[src/design/dct_pkg.sv]
// Shared types and constants of the debounced countdown timer.
`timescale 1ns / 1ps

package dct_pkg;

   localparam logic [1:0] MODE_READY   = 2'd0;
   localparam logic [1:0] MODE_RUNNING = 2'd1;
   localparam logic [1:0] MODE_PAUSED  = 2'd2;
   localparam logic [1:0] MODE_DONE    = 2'd3;

   localparam logic CSR_DURATION = 1'b0;
   localparam logic CSR_DEBOUNCE = 1'b1;

   localparam logic [23:0] DURATION_RESET = 24'd10000;
   localparam logic [9:0]  DEBOUNCE_RESET = 10'd30;

   localparam int SECS_W = 15;

   // Rounding offset and reciprocal for the exact divide by 1000.
   localparam logic [24:0] ROUND_UP_MS = 25'd999;
   localparam logic [24:0] RECIP_1000  = 25'd17179870;
   localparam int          SHIFT_1000  = 34;

   // Reciprocal for the exact divide by 60.
   localparam logic [16:0] RECIP_60 = 17'd69906;
   localparam int          SHIFT_60 = 22;

   typedef struct packed {
      logic [1:0]  timer_state;
      logic [23:0] remaining_ms;
      logic        press_seen;
   } core_result_type;

   typedef struct packed {
      logic [1:0]  timer_state;
      logic [23:0] remaining_ms;
      logic        press_seen;
      logic [8:0]  display_minutes;
      logic [5:0]  display_seconds;
   } result_type;

endpackage

[src/design/dct_core.sv]
// Timer state machine, button debouncer and configuration registers.
`timescale 1ns / 1ps

module dct_core (
   input  logic                     clock,
   input  logic                     reset,
   input  logic                     csr_we,
   input  logic                     csr_index,
   input  logic [23:0]              csr_wdata,
   input  logic                     in_valid,
   output logic                     in_ready,
   input  logic [15:0]              in_elapsed,
   input  logic                     in_level,
   output logic                     out_valid,
   input  logic                     out_ready,
   output dct_pkg::core_result_type out_result
);
   import dct_pkg::*;

   logic [23:0] duration_ff;
   logic [9:0]  debounce_ff;
   logic [1:0]  mode_ff, mode_in;
   logic [23:0] time_ff, time_in;
   logic        raw_ff, raw_in;
   logic        stable_ff, stable_in;
   logic [15:0] since_ff, since_in;
   logic        press_in;
   logic [16:0] since_sum;
   logic        accept;
   logic        out_valid_ff;
   core_result_type out_ff;

   assign in_ready   = !out_valid_ff || out_ready;
   assign accept     = in_valid && in_ready;
   assign out_valid  = out_valid_ff;
   assign out_result = out_ff;
   assign since_sum  = {1'b0, since_ff} + {1'b0, in_elapsed};

   always_comb begin
      mode_in   = mode_ff;
      time_in   = time_ff;
      raw_in    = raw_ff;
      stable_in = stable_ff;
      since_in  = since_ff;
      press_in  = 1'b0;
      if (accept) begin
         if (mode_ff == MODE_RUNNING) begin
            if ({8'd0, in_elapsed} >= time_ff) begin
               time_in = '0;
               mode_in = MODE_DONE;
            end else begin
               time_in = time_ff - {8'd0, in_elapsed};
            end
         end
         if (in_level != raw_ff) begin
            raw_in   = in_level;
            since_in = '0;
         end else if (since_sum[16]) begin
            since_in = 16'hFFFF;
         end else begin
            since_in = since_sum[15:0];
         end
         if (raw_in != stable_ff && since_in >= {6'd0, debounce_ff}) begin
            stable_in = raw_in;
            press_in  = !raw_in;
         end
         if (press_in) begin
            case (mode_in)
               MODE_READY, MODE_PAUSED: begin
                  mode_in = MODE_RUNNING;
               end
               MODE_RUNNING: begin
                  mode_in = MODE_PAUSED;
               end
               default: begin
                  time_in = duration_ff;
                  mode_in = MODE_READY;
               end
            endcase
         end
      end
   end

   always_ff @(posedge clock) begin
      if (reset) begin
         duration_ff <= DURATION_RESET;
         debounce_ff <= DEBOUNCE_RESET;
      end else if (csr_we) begin
         case (csr_index)
            CSR_DURATION: begin
               duration_ff <= csr_wdata;
            end
            CSR_DEBOUNCE: begin
               debounce_ff <= csr_wdata[9:0];
            end
            default: begin
               duration_ff <= duration_ff;
            end
         endcase
      end
   end

   always_ff @(posedge clock) begin
      if (reset) begin
         mode_ff      <= MODE_READY;
         time_ff      <= DURATION_RESET;
         raw_ff       <= 1'b1;
         stable_ff    <= 1'b1;
         since_ff     <= '0;
         out_valid_ff <= 1'b0;
      end else begin
         mode_ff   <= mode_in;
         time_ff   <= time_in;
         raw_ff    <= raw_in;
         stable_ff <= stable_in;
         since_ff  <= since_in;
         if (in_ready) begin
            out_valid_ff <= in_valid;
         end
      end
   end

   always_ff @(posedge clock) begin
      if (accept) begin
         out_ff.timer_state  <= mode_in;
         out_ff.remaining_ms <= time_in;
         out_ff.press_seen   <= press_in;
      end
   end

`ifndef NO_ASSERTIONS
   a_result_tracks_state: assert property (@(posedge clock) disable iff (reset)
      out_valid_ff |-> (out_ff.timer_state == mode_ff && out_ff.remaining_ms == time_ff))
      else $error("held result does not match the timer state");

   a_press_means_low: assert property (@(posedge clock) disable iff (reset)
      (out_valid_ff && out_ff.press_seen) |-> !stable_ff)
      else $error("press reported while the debounced level is released");

   a_done_at_zero: assert property (@(posedge clock) disable iff (reset)
      (mode_ff == MODE_DONE) |-> (time_ff == '0))
      else $error("timer done with time left");

   a_idle_holds: assert property (@(posedge clock) disable iff (reset)
      !accept |=> ($stable(since_ff) && $stable(mode_ff) && $stable(time_ff)))
      else $error("timer state changed without an item");
`endif

endmodule

[src/design/dct_display.sv]
// Two-stage conversion of the remaining time into minutes and rounded-up seconds.
`timescale 1ns / 1ps

module dct_display (
   input  logic                     clock,
   input  logic                     reset,
   input  logic                     in_valid,
   output logic                     in_ready,
   input  dct_pkg::core_result_type in_result,
   output logic                     out_valid,
   input  logic                     out_ready,
   output dct_pkg::result_type      out_result
);
   import dct_pkg::*;

   logic [24:0]       round_ms;
   logic [49:0]       secs_prod;
   logic              mid_valid_ff;
   logic              mid_ready;
   core_result_type   mid_ff;
   logic [SECS_W-1:0] secs_ff;
   logic [31:0]       mins_prod;
   logic [8:0]        mins;
   logic [SECS_W-1:0] mins_x60;
   logic [SECS_W-1:0] secs_left;
   logic              out_valid_ff;
   result_type        out_ff;

   assign round_ms  = {1'b0, in_result.remaining_ms} + ROUND_UP_MS;
   assign secs_prod = round_ms * RECIP_1000;

   assign mid_ready = !out_valid_ff || out_ready;
   assign in_ready  = !mid_valid_ff || mid_ready;

   assign mins_prod = {2'd0, secs_ff} * {15'd0, RECIP_60};
   assign mins      = mins_prod[SHIFT_60 +: 9];
   assign mins_x60  = {mins, 6'd0} - {4'd0, mins, 2'd0};
   assign secs_left = secs_ff - mins_x60;

   assign out_valid  = out_valid_ff;
   assign out_result = out_ff;

   always_ff @(posedge clock) begin
      if (reset) begin
         mid_valid_ff <= 1'b0;
         out_valid_ff <= 1'b0;
      end else begin
         if (in_ready) begin
            mid_valid_ff <= in_valid;
         end
         if (mid_ready) begin
            out_valid_ff <= mid_valid_ff;
         end
      end
   end

   always_ff @(posedge clock) begin
      if (in_valid && in_ready) begin
         mid_ff  <= in_result;
         secs_ff <= secs_prod[SHIFT_1000 +: SECS_W];
      end
      if (mid_valid_ff && mid_ready) begin
         out_ff.timer_state     <= mid_ff.timer_state;
         out_ff.remaining_ms    <= mid_ff.remaining_ms;
         out_ff.press_seen      <= mid_ff.press_seen;
         out_ff.display_minutes <= mins;
         out_ff.display_seconds <= secs_left[5:0];
      end
   end

endmodule

[src/design/debounced_countdown_timer.sv]
// Top level of the countdown timer with a debounced start and pause button.
`timescale 1ns / 1ps

// Each request item is one tick: the milliseconds since the previous tick and the raw,
// active-low button level. The block takes one item every clock cycle while the response
// side keeps up, and returns one response item for each, in order, after it has passed
// the input register, the timer and debouncer update, and the display conversion,
// whose two constant-reciprocal multiplies each end in a register. Each stage holds its
// item while the next is full; while a finished response waits, items enter until all are full.
// The configuration port writes the duration and the debounce time; write it only while
// no item is in flight. A new duration takes effect at the next reload from done.
module debounced_countdown_timer (
   input  logic        clock,
   input  logic        reset,
   input  logic        req_tvalid,
   output logic        req_tready,
   input  logic [23:0] req_tdata,   // elapsed_ms[15:0], button_level[16], zeros above
   output logic        rsp_tvalid,
   input  logic        rsp_tready,
   output logic [47:0] rsp_tdata,   // timer_state[1:0], remaining_ms[25:2], press_seen[26],
                                    // display_minutes[35:27], display_seconds[41:36], zeros
   input  logic        csr_we,
   input  logic        csr_index,
   input  logic [23:0] csr_wdata
);
   import dct_pkg::*;

   logic            in_valid_ff;
   logic [15:0]     in_elapsed_ff;
   logic            in_level_ff;
   logic            core_ready;
   logic            core_valid;
   logic            disp_ready;
   core_result_type core_result;
   result_type      rsp_result;

   assign req_tready = !in_valid_ff || core_ready;

   always_ff @(posedge clock) begin
      if (reset) begin
         in_valid_ff <= 1'b0;
      end else if (req_tready) begin
         in_valid_ff <= req_tvalid;
      end
   end

   always_ff @(posedge clock) begin
      if (req_tvalid && req_tready) begin
         in_elapsed_ff <= req_tdata[15:0];
         in_level_ff   <= req_tdata[16];
      end
   end

   dct_core u_core (
      .clock      (clock),
      .reset      (reset),
      .csr_we     (csr_we),
      .csr_index  (csr_index),
      .csr_wdata  (csr_wdata),
      .in_valid   (in_valid_ff),
      .in_ready   (core_ready),
      .in_elapsed (in_elapsed_ff),
      .in_level   (in_level_ff),
      .out_valid  (core_valid),
      .out_ready  (disp_ready),
      .out_result (core_result)
   );

   dct_display u_display (
      .clock      (clock),
      .reset      (reset),
      .in_valid   (core_valid),
      .in_ready   (disp_ready),
      .in_result  (core_result),
      .out_valid  (rsp_tvalid),
      .out_ready  (rsp_tready),
      .out_result (rsp_result)
   );

   assign rsp_tdata = {6'd0,
                       rsp_result.display_seconds,
                       rsp_result.display_minutes,
                       rsp_result.press_seen,
                       rsp_result.remaining_ms,
                       rsp_result.timer_state};

endmodule

[config.mk]
export PLATFORM = sky130hd
export DESIGN_NAME = debounced_countdown_timer
export DESIGN_NICKNAME = d
export VERILOG_FILES = /design/src/design/dct_pkg.sv /design/src/design/dct_core.sv /design/src/design/dct_display.sv /design/src/design/debounced_countdown_timer.sv
export SDC_FILE = /design/constraint.sdc
export NUM_CORES = 1
export LEC_CHECK = 0
export BUFFER_PORTS_ARGS = -buffer_cell sky130_fd_sc_hd__buf_2
export CAP_MARGIN = 5
export CORE_MARGIN = 8
export CORE_UTILIZATION = 63
export CTS_CLUSTER_SIZE = 14
export DETAILED_ROUTE_END_ITERATION = 10
export GPL_TIMING_DRIVEN = 1
export PLACE_DENSITY = 0.82
export SLEW_MARGIN = 0
export SYNTH_ARGS = -nofsm -noshare
export SYNTH_HDL_FRONTEND = slang
export SYNTH_SLANG_ARGS = --single-unit
[constraint.sdc]
create_clock -name clock -period 10.5 [get_ports clock]
set_input_delay 1.05 -clock clock [delete_from_list [all_inputs] [get_ports clock]]
set_output_delay 1.05 -clock clock [all_outputs]
set_load 0.05 [all_outputs]
Yosys cells after proc, flatten, opt, wreduce, memory -nomap -nowiden
Index checks and enable logic that the tools add are counted.
Operators by class
  bitwise gates (word level): 1
  multiply operators: 2
  mux-type cells: 18
  add/sub/neg operators: 5
  reduce and logical (&&, ||, !) cells: 20
  eq/ne operators: 5
  order comparisons: 2
Operator list (number)
  $mux 24: 5
  $mul 25x24->48 const B: 1
  $mux 16: 3
  $mul 15x16->30 const B: 1
  $add 24x10->25 const B: 1
  $ge 16x24->1: 1
  $sub 24x16->24: 1
  $add 16x16->17: 1
  $ge 16x10->1: 1
  $mux 2: 5
  $reduce_and 2->1: 3
  $sub 1x6->6 const A: 1
  $sub 6x6->6: 1
  $logic_and 1x1->1: 5
  $logic_not 1->1: 5
  $eq 2x1->1 const B: 2
  $logic_or 1x1->1: 4
  $mux 1: 4
  $pmux 2 s2: 1
  $reduce_or 3->1: 1
  $eq 2x2->1 const B: 1
  $logic_not 2->1: 1
  $ne 1x1->1: 2
  $reduce_or 2->1: 1
  $not 1->1: 1
Storage, ports and cells
  output and inout bits: 50
  input port bits: 54
  register bits after elaboration: 210
  logic and storage cells: 78

Depth between registers and ports, before layout
Gate-level depths: netlist (run 1).
  word-level depth: 12
  depth in mapped cells: 35
  gate-level depth less buffers: 35

Hierarchy
A second synthesis (run 1) with hierarchy kept.
Second synthesis, totals
  cell total of the unflattened synthesis: 2263
  area total of the unflattened synthesis: 21858.5 um2
By module, submodules not included
  dct_display: sequential area each 2562.5 um2, instances 1, area an instance 14735.4 um2, cells each 1437
  dct_core: sequential area each 2392.3 um2, instances 1, area an instance 6508.7 um2, cells each 797
  debounced_countdown_timer: sequential area each 530.5 um2, instances 1, area an instance 614.3 um2, cells each 29

Worst setup path after synthesis (run 1)
OpenSTA, ideal clock, no wires.
  path kind: register to register
  start point: reg u_core.out_ff, in the netlist u_core.out_result[1]
  end point: reg u_display.secs_ff[14], data pin
  buffers on the path: 0
  arrival time: 8.207 ns
  cell stages (with the launch flop): 33
  slack: 2.002 ns
  setup time: 0.291 ns
  required time: 10.209 ns
  cell sequence: edfxtp_1 inv_1 ha_1 nand2b_1 a31oi_1 nand2_1 or3_1 and2_0 nor2b_1 nand3_1 nor2_1 xor2_1 inv_1 fa_1 fa_1 xnor2_1 fa_1 inv_1 fa_1 fa_1 inv_1 fa_1 inv_1 ha_1 a21oi_1 o21ai_0 a32oi_1 a21oi_1 o41ai_1 o22ai_1 a32o_1 o41ai_1 xnor2_1
On the way
  longest elaborated chain between the ends: 2
Ends and longest elaborated chain
  start, declared: line dct_core.sv:31  | core_result_type out_ff;
  $add 24x10->25: line dct_display.sv:29  | assign round_ms = {1'b0, in_result.remaining_ms} + ROUND_UP_MS;
  $mul 25x24->48: line dct_display.sv:30  | assign secs_prod = round_ms * RECIP_1000;
  named net u_display.secs_prod[48]: line dct_display.sv:17  | logic [49:0] secs_prod;
  end signal, assigned: line dct_display.sv:60  | secs_ff <= secs_prod[SHIFT_1000 +: SECS_W];
  end, declared: line dct_display.sv:21  | logic [SECS_W-1:0] secs_ff;
The timed path passes the listed nets, and every way through them passes these cells.
A chain may end at the register's enable or synchronous reset.

Worst setup path in the final report (run 1)
  start point: reg u_core.out_ff, in the netlist u_core.out_result[3]
  end point: reg u_display.secs_ff[14], data pin
Same word-level chain as after synthesis.

==> metrics.md, run 1 <==
| Metric | Value |
|---|---|
| Internal reg-to-reg setup slack | ~800 ps |
| Mapped Cells | around 2100 |
| Vert. Die Dim | around 200 um |
| Crit path DAT | between 9000 and 10000 ps |
| Wire per inst | about 18 um |
| EDFF count, synth | ~130 |
| Filler cells | approximately 2400 |
| Reg clk slew, reported paths | about 60 ps |
| Final hold viol count | 0 |
| Post-Place Worst Slack | between 800 and 900 ps |
| Largest net degree at the start of global routing | 65 |
| Synthesis-to-layout area growth | 9.09% |
| Crit start category | register |
| Tmin final | a little under 10000 ps |
| Flops & latches, synth | 210 |
| Via density | ~5.7 |
| CTS tree | yes |
| Slowest Stage Delay on Critical Path | 620 ps |
| Reg2reg start | u_core.out_result[3] |
| P_leak | between 10 and 15 nW |
| Synth async-reset ratio | 0 |
| Gr usage total | 0.256 |
| Max-Slew Margin vs Limit | 0.281 |
| Total iterations of the first detailed-routing run | 5 |
| Die area | slightly below 0.04 sq mm |
| Synth area leader | ha_1 |
| Vias in the first global route | between 15000 and 20000 |
| Initial antenna violation count | 0 |
| Status | complete, no violations |
| DP Wirelength | 39.3 mm |
| Core Area | roughly 0.033 sq mm |
| GP Congestion | a little under 1 |
| Worst-margin pin slew | roughly 1100 ps |
| Commonest non-fill, non-tap cells in the layout | inv_1 (447), ha_1 (366), fa_1 (191) |
| Main synth FF type | edfxtp_1 |
| Total power | about 0.0072 W |
| Depth of the most critical reg-to-reg path | 30 |
| Crit path kind | register to register |
| Max-slew violations | 0 |
| Worst hold endpoint | u_display.out_result[39] |
| Drt drc | 0 |
| Number of max-cap violations | 0 |
| Number of H-tree levels | 1 |
| Clock buffer depth | 3 |
| Via count | about 15000 |
| Mean post-synth cell area | 9.81 sq um |
| Post-CTS setup buffer count | 0 |
| ANT cells | 0 |
| Root Buffer Master | clkbuf_16 |
| Worst VDD drop | between 0.0002 and 0.0003 V |
| RSZ-0062 raised after global routing | false |
| NumNets Final | approximately 2900 |
| Port Buffer Count | 90 |
| Worst-Skew Late Latency | 550 ps |
| Share of the synthesized area in the top cell type | 0.218 |
| CTS buffer count | 25 |
| Sequential share of the synthesized area | 0.262 |
| Cells taking the most area after synthesis | ha_1 (22%), edfxtp_1 (18%), fa_1 (18%), inv_1 (8.0%), dfxtp_1 (7.8%) |
| # IOs | ~100 |
| Fmax | just over 0.1 GHz |
| Die Wd | 198 um |
| Yosys cell types | 73 |
| WHS Path Cells | 0 |
| Commonest non-fill, non-tap cell in the layout | inv_1 |
| Crit path top cell by count | fa_1 |
| Initial DRC count | ~1000 |
| Fraction of layout cells with a size suffix above 1 | 0.0815 |
| Detail Route Antenna Nets | 0 |
| Mapped Area | ~0.021 sq mm |
| Fin util | 0.690 |
| GR Overflow Total | 0 |
| Final WS setup | roughly 800 ps |
| Slowest CP cell | o41ai_1 |
| Final setup vio count | 0 |
| Critical-path maximum fanout | 9 |
| RR Endpoint | u_display.secs_ff[14] |
| Initial Util | 0.633 |
| First-pass GRT wire length | approximately 80 mm |
| Clock tree sinks | 210 |
| Fin crit share | 0.924 |
| Worst Hold Class | register to register |
| WP data required | 10770 ps |
| CP endpoint kind | register |
| Pwr per Cell Area | 313 mW/mm^2 |
| Row cnt | 67 |
| Number of synthesis warnings | 0 |
| Skew final | approximately 28 ps |
| Setup_tns | 0 ps |
| Wirelength, routed | between 40 and 50 mm |
| Worst hold start | u_display.mid_ff[24] |
worst max path at each step:
stage	startpoint	end	slack, ps	cells past startpoint
finish	u_core.out_result[3]	u_display.secs_ff[14]	800	30
global route	u_core.out_result[3]	u_display.secs_ff[14]	290	30
CTS	u_core.out_result[3]	u_display.secs_ff[14]	610	30
detailed placement	u_core.out_result[3]	u_display.secs_ff[14]	890	30
global placement	u_core.out_result[3]	u_display.secs_ff[14]	1070	30
floorplan	u_core.out_result[1]	u_display.secs_ff[14]	2000	32
metal layers:
metal  routed length (um)  up-vias  GRT usage  part of all wire
met4                 2260        0      0.111             0.046
met3                 3320      157     0.0482             0.068
li1                     -     7284          -                 -
met1                19500     7473      0.306              0.40
met5                    0        -          0                 0
met2                23800      505      0.447              0.49
metrics by stage:
stage	cell area, sq um	hold WS, ps	cells
after global placement	22000	402	2660
after global routing	22900	425	2706
after detailed placement	22000	405	2660
after floorplan	21000	400	2141
final	22900	417	2706
after CTS	22900	419	2706
cells in the mapped netlist (6+ instances only):
cell,count
inv_1,448
ha_1,366
fa_1,191
nand2_1,166
edfxtp_1,128
a21oi_1,111
nor2_1,97
dfxtp_1,82
xnor2_1,78
o21ai_0,47
xor2_1,40
a21o_1,39
nand3_1,36
clkbuf_1,27
nor2b_1,21
o21a_1,21
nand2b_1,18
nor3_1,16
o211ai_1,16
nand4_1,13
a211oi_1,12
a31oi_1,11
and3_1,10
and2_1,9
a22oi_1,8
buf_4,7
or2_2,7
a211o_1,6
nor4_1,6
or3_1,6
worst max-delay path, delay by kind of cell (launching register included):
| family | cells | cell delay [ps] |
|---|---|---|
| fa+ha+maj | 7 | 3170 |
| compound gates | 7 | 2540 |
| simple gates | 7 | 1470 |
| xor+xnor | 4 | 1170 |
| buf+inv | 5 | 600 |
| flops | 1 | 470 |
report_power, final:
group | switching, W | total (W) | internal [W]
Combinational | 0.00298 | 0.00519 | 0.00221
Clock | 0.000366 | 0.000901 | 0.000534
Sequential | 0.0000594 | 0.00106 | 0.00100
Total | 0.00341 | 0.00716 | 0.00375
cell type report:
cell class              instances  area (sq um)  share of cell area
multi-input cells            1434         13600               0.595
flip-flops and latches        210          5490               0.240
repair buffers                115           638              0.0279
well taps                     448           561              0.0245
clock inverters                17           204             0.00892
clock buffers                  29           661              0.0289
inverters                     453          1700              0.0744
what timing repair did:
action	4_1_cts	5_1_grt
setup endpoints to repair	0	1
resized for setup	0	1
hold buffers	0	0
sequential cells by signal, summed over array words and instances, names as in the netlist:
name	count
u_core.duration_ff	24
u_display.secs_ff	15
u_core.raw_ff	1
u_core.mode_ff	2
u_core.stable_ff	1
u_display.out_valid	1
in_level_ff	1
in_elapsed_ff	16
u_display.mid_valid_ff	1
u_core.since_ff	16
u_core.out_valid	1
u_core.time_ff	24
u_core.out_result	27
in_valid_ff	1
u_display.mid_ff	27
u_core.debounce_ff	10
u_display.out_result	42
logic make-up (layout without fill, tap and decap cells):
| group | count (synthesis) | in the layout | share of synthesized area |
|---|---|---|---|
| flops | 210 | 210 | 0.262 |
| fa+ha+maj | 557 | 557 | 0.401 |
| compound gates | 333 | 333 | 0.105 |
| xor+xnor | 118 | 118 | 0.0493 |
| mux | 5 | 5 | 0.00251 |
| simple gates | 415 | 415 | 0.0900 |
| other cells | 1 | 6 | 0.000179 |
| buf+inv | 497 | 614 | 0.0909 |
Note: power is estimated with default switching activity, not from simulation.
==> inputs of run 2 (changes only) <==
--- a/config.mk
+++ b/config.mk
@@ -8,12 +8,11 @@
 export BUFFER_PORTS_ARGS = -buffer_cell sky130_fd_sc_hd__buf_2
 export CAP_MARGIN = 5
 export CORE_MARGIN = 8
-export CORE_UTILIZATION = 63
+export CORE_UTILIZATION = 28
 export CTS_CLUSTER_SIZE = 14
 export DETAILED_ROUTE_END_ITERATION = 10
 export GPL_TIMING_DRIVEN = 1
-export PLACE_DENSITY = 0.82
-export SLEW_MARGIN = 0
+export SLEW_MARGIN = 5
 export SYNTH_ARGS = -nofsm -noshare
 export SYNTH_HDL_FRONTEND = slang
 export SYNTH_SLANG_ARGS = --single-unit
==> constraint.sdc (replaced) <==
create_clock -name clock -period 11.5 [get_ports clock]
set_input_delay 1.15 -clock clock [delete_from_list [all_inputs] [get_ports clock]]
set_output_delay 1.15 -clock clock [all_outputs]
set_load 0.05 [all_outputs]
==> run 2 against run 1 <==
Setup slack better by 800 ps. Combinational power shrank 9.8%. Highest routed layer unchanged. Sequential power is 9% lower. Die area is 110% higher. Clock power decreased by 12%. Largest cell class unchanged. Worst hold slack improved by 2.3 ps. Critical path type unchanged. Non-clock buffer count down 6. Count of clock-buffer cells in the layout increased by 5. Core utilization down 38 points.
==> metrics.md, run 2 (synthesized netlist as in run 1, its figures left out) <==
| Metric | Value |
|---|---|
| Setup_tns | 0 ps (unchanged) |
| Crit path top cell by count | inv_1 (was fa_1) |
| Total iterations of the first detailed-routing run | 7 (was 5) |
| Buf/Inv on CP | 6 (was 5) |
| Worst Hold Class | register to register (unchanged) |
| Drt drc | 0 (unchanged) |
| Worst-Skew Late Latency | 560 ps (was 550 ps) |
| First-pass GRT wire length | 79.2 mm (was 80.2 mm) |
| Critical-path maximum fanout | 10 (was 9) |
| Worst Hold Slack | 420 ps (was 417 ps) |
| Initial Util | 0.282 (was 0.633) |
| Pwr per Cell Area | 275 mW/mm^2 (was 313 mW/mm^2) |
| Die area | 0.0839 sq mm (was 0.0394 sq mm) |
| Post-CTS Hold Buffers | 0 (unchanged) |
| Final WS setup | 1600 ps (was 797 ps) |
| Wire per inst | 15.4 um (was 18.1 um) |
| Commonest non-fill, non-tap cells in the layout | inv_1 (447), ha_1 (366), fa_1 (191) (unchanged) |
| Initial DRC count | 762 (was 1034) |
| Vias in the first global route | 14900 (was 16600) |
| Wirelength, routed | 49.5 mm (was 49.0 mm) |
| DP Wirelength | 40.7 mm (was 39.3 mm) |
| Clock tree sinks | 210 (unchanged) |
| NumNets Final | 2843 (was 2850) |
| Worst-margin pin slew | 961 ps (was 1080 ps) |
| Max-slew violations | 0 (unchanged) |
| Row cnt | 100 (was 67) |
| WP data required | 11790 ps (was 10770 ps) |
| Fin util | 0.315 (was 0.690) |
| Number of max-cap violations | 0 (unchanged) |
| Crit path kind | register to register (unchanged) |
| Via density | 4.52 (was 5.70) |
| Worst VDD drop | 0.000241 V (was 0.000295 V) |
| CP delay by family, top | adder cells (unchanged) |
| Die Wd | 290 um (was 198 um) |
| CTS tree | yes (unchanged) |
| Core Area | 0.0743 sq mm (was 0.0331 sq mm) |
| # IOs | 104 (unchanged) |
| Post-Place Worst Slack | 1540 ps (was 893 ps) |
| P_leak | 11.3 nW (about the same) |
| CTS buffer count | 24 (was 25) |
| GP Congestion | 0.883 (was 0.963) |
| Final hold viol count | 0 (unchanged) |
| Crit start category | register (unchanged) |
| Post-CTS setup buffer count | 0 (unchanged) |
| CP endpoint kind | register (unchanged) |
| Clock buffer depth | 3 (unchanged) |
| Detail Route Antenna Nets | 0 (unchanged) |
| Slowest CP cell | nor4_1 (was o41ai_1) |
| Port Buffer Count | 90 (unchanged) |
| Initial antenna violation count | 0 (unchanged) |
| RSZ-0062 raised after global routing | false (unchanged) |
| Gr usage total | 0.119 (was 0.256) |
| Fmax | 0.101 GHz (was 0.103 GHz) |
| Reg clk slew, reported paths | 60 ps (about the same) |
| Max reg flops | 42 (unchanged) |
| Via count | 14600 (was 15400) |
| Status | complete, no violations (unchanged) |
| Fin crit share | 0.861 (was 0.924) |
| Commonest non-fill, non-tap cell in the layout | inv_1 (unchanged) |
| Cts repair resizes | 0 (unchanged) |
| ANT cells | 0 (unchanged) |
| Max-Slew Margin vs Limit | 0.359 (was 0.281) |
| Root Buffer Master | clkbuf_16 (unchanged) |
| Slowest Stage Delay on Critical Path | 730 ps (was 620 ps) |
| Final setup vio count | 0 (unchanged) |
| GR Overflow Total | 0 (unchanged) |
| Skew final | 35.2 ps (was 27.9 ps) |
| Largest net degree at the start of global routing | 67 (was 65) |
| Fraction of layout cells with a size suffix above 1 | 0.0756 (was 0.0815) |
| Crit path DAT | 10180 ps (was 9980 ps) |
| Tmin final | 9900 ps (was 9700 ps) |
| Synthesis-to-layout area growth | 11.7% (was 9.09%) |
| Number of H-tree levels | 1 (unchanged) |
| Vert. Die Dim | 290 um (was 198 um) |
==> run 2: changes by cell type in the layout (fill, tap and decap cells not counted), moves of 2 or more <==
cell | before | now
clkinv_2 | 4 | 2
clkbuf_1 | 2 | 5
buf_4 | 25 | 19
clkinvlp_4 | 4 | 1
inv_6 | 2 | 0
clkbuf_8 | 2 | 5
==> run 2: worst paths after layout <==
check | start | end | slack [ps] | depth (start not counted)
setup / recovery | u_core.out_result[1] | u_display.secs_ff[13] | 1600 | 32
hold / removal | u_display.mid_ff[19] | u_display.out_result[34] | 420 | 0
setup reg to reg | u_core.out_result[1] | u_display.secs_ff[13] | 1600 | 32
hold reg to reg | u_display.mid_ff[19] | u_display.out_result[34] | 420 | 0
==> run 2: through the flow <==
| stage | instance area (sq um) | std cells | power (W) |
|---|---|---|---|
| after floorplan | 21000 | 2141 | 0.00453 |
| after global placement | 22600 | 3175 | 0.00565 |
| after detailed placement | 22600 | 3175 | 0.00565 |
| after CTS | 23400 | 3218 | 0.00653 |
| after global routing | 23400 | 3218 | 0.00731 |
| final | 23400 | 3218 | 0.00643 |
==> run 2: power by group <==
group	switching (W)	leakage (nW)	internal [W]	total, W
logic	0.00267	9.02	0.00201	0.00468
clock network	0.000328	0.394	0.000465	0.000792
registers	0.0000531	1.85	0.000914	0.000967
total	0.00305	11.3	0.00339	0.00643
==> run 2: cell type report <==
cell class | instances | area, sq um
clock buffers | 34 | 688
clock inverters | 9 | 126
fillers | 7806 | 50900
inverters | 453 | 1700
multi-input cells | 1434 | 13600
flip-flops and latches | 210 | 5490
well taps | 969 | 1210
repair buffers | 109 | 593
==> run 2: layer usage <==
| layer | share of wire | track usage |
|---|---|---|
| met4 | 0.021 | 0.0256 |
| met2 | 0.46 | 0.197 |
| met1 | 0.48 | 0.162 |
| met5 | 0 | 0 |
| met3 | 0.044 | 0.0177 |
==> run 2: worst register-to-register path, delay by kind of cell, from the launching register on <==
kind / cells / cell delay, ps
AND/OR/NAND/NOR: 9 / 2140
AO/OA/AOI/OAI: 6 / 1570
adder cells (fa/ha/maj): 9 / 3790
buffers and inverters: 6 / 870
XOR/XNOR: 2 / 810
flip-flops: 1 / 460
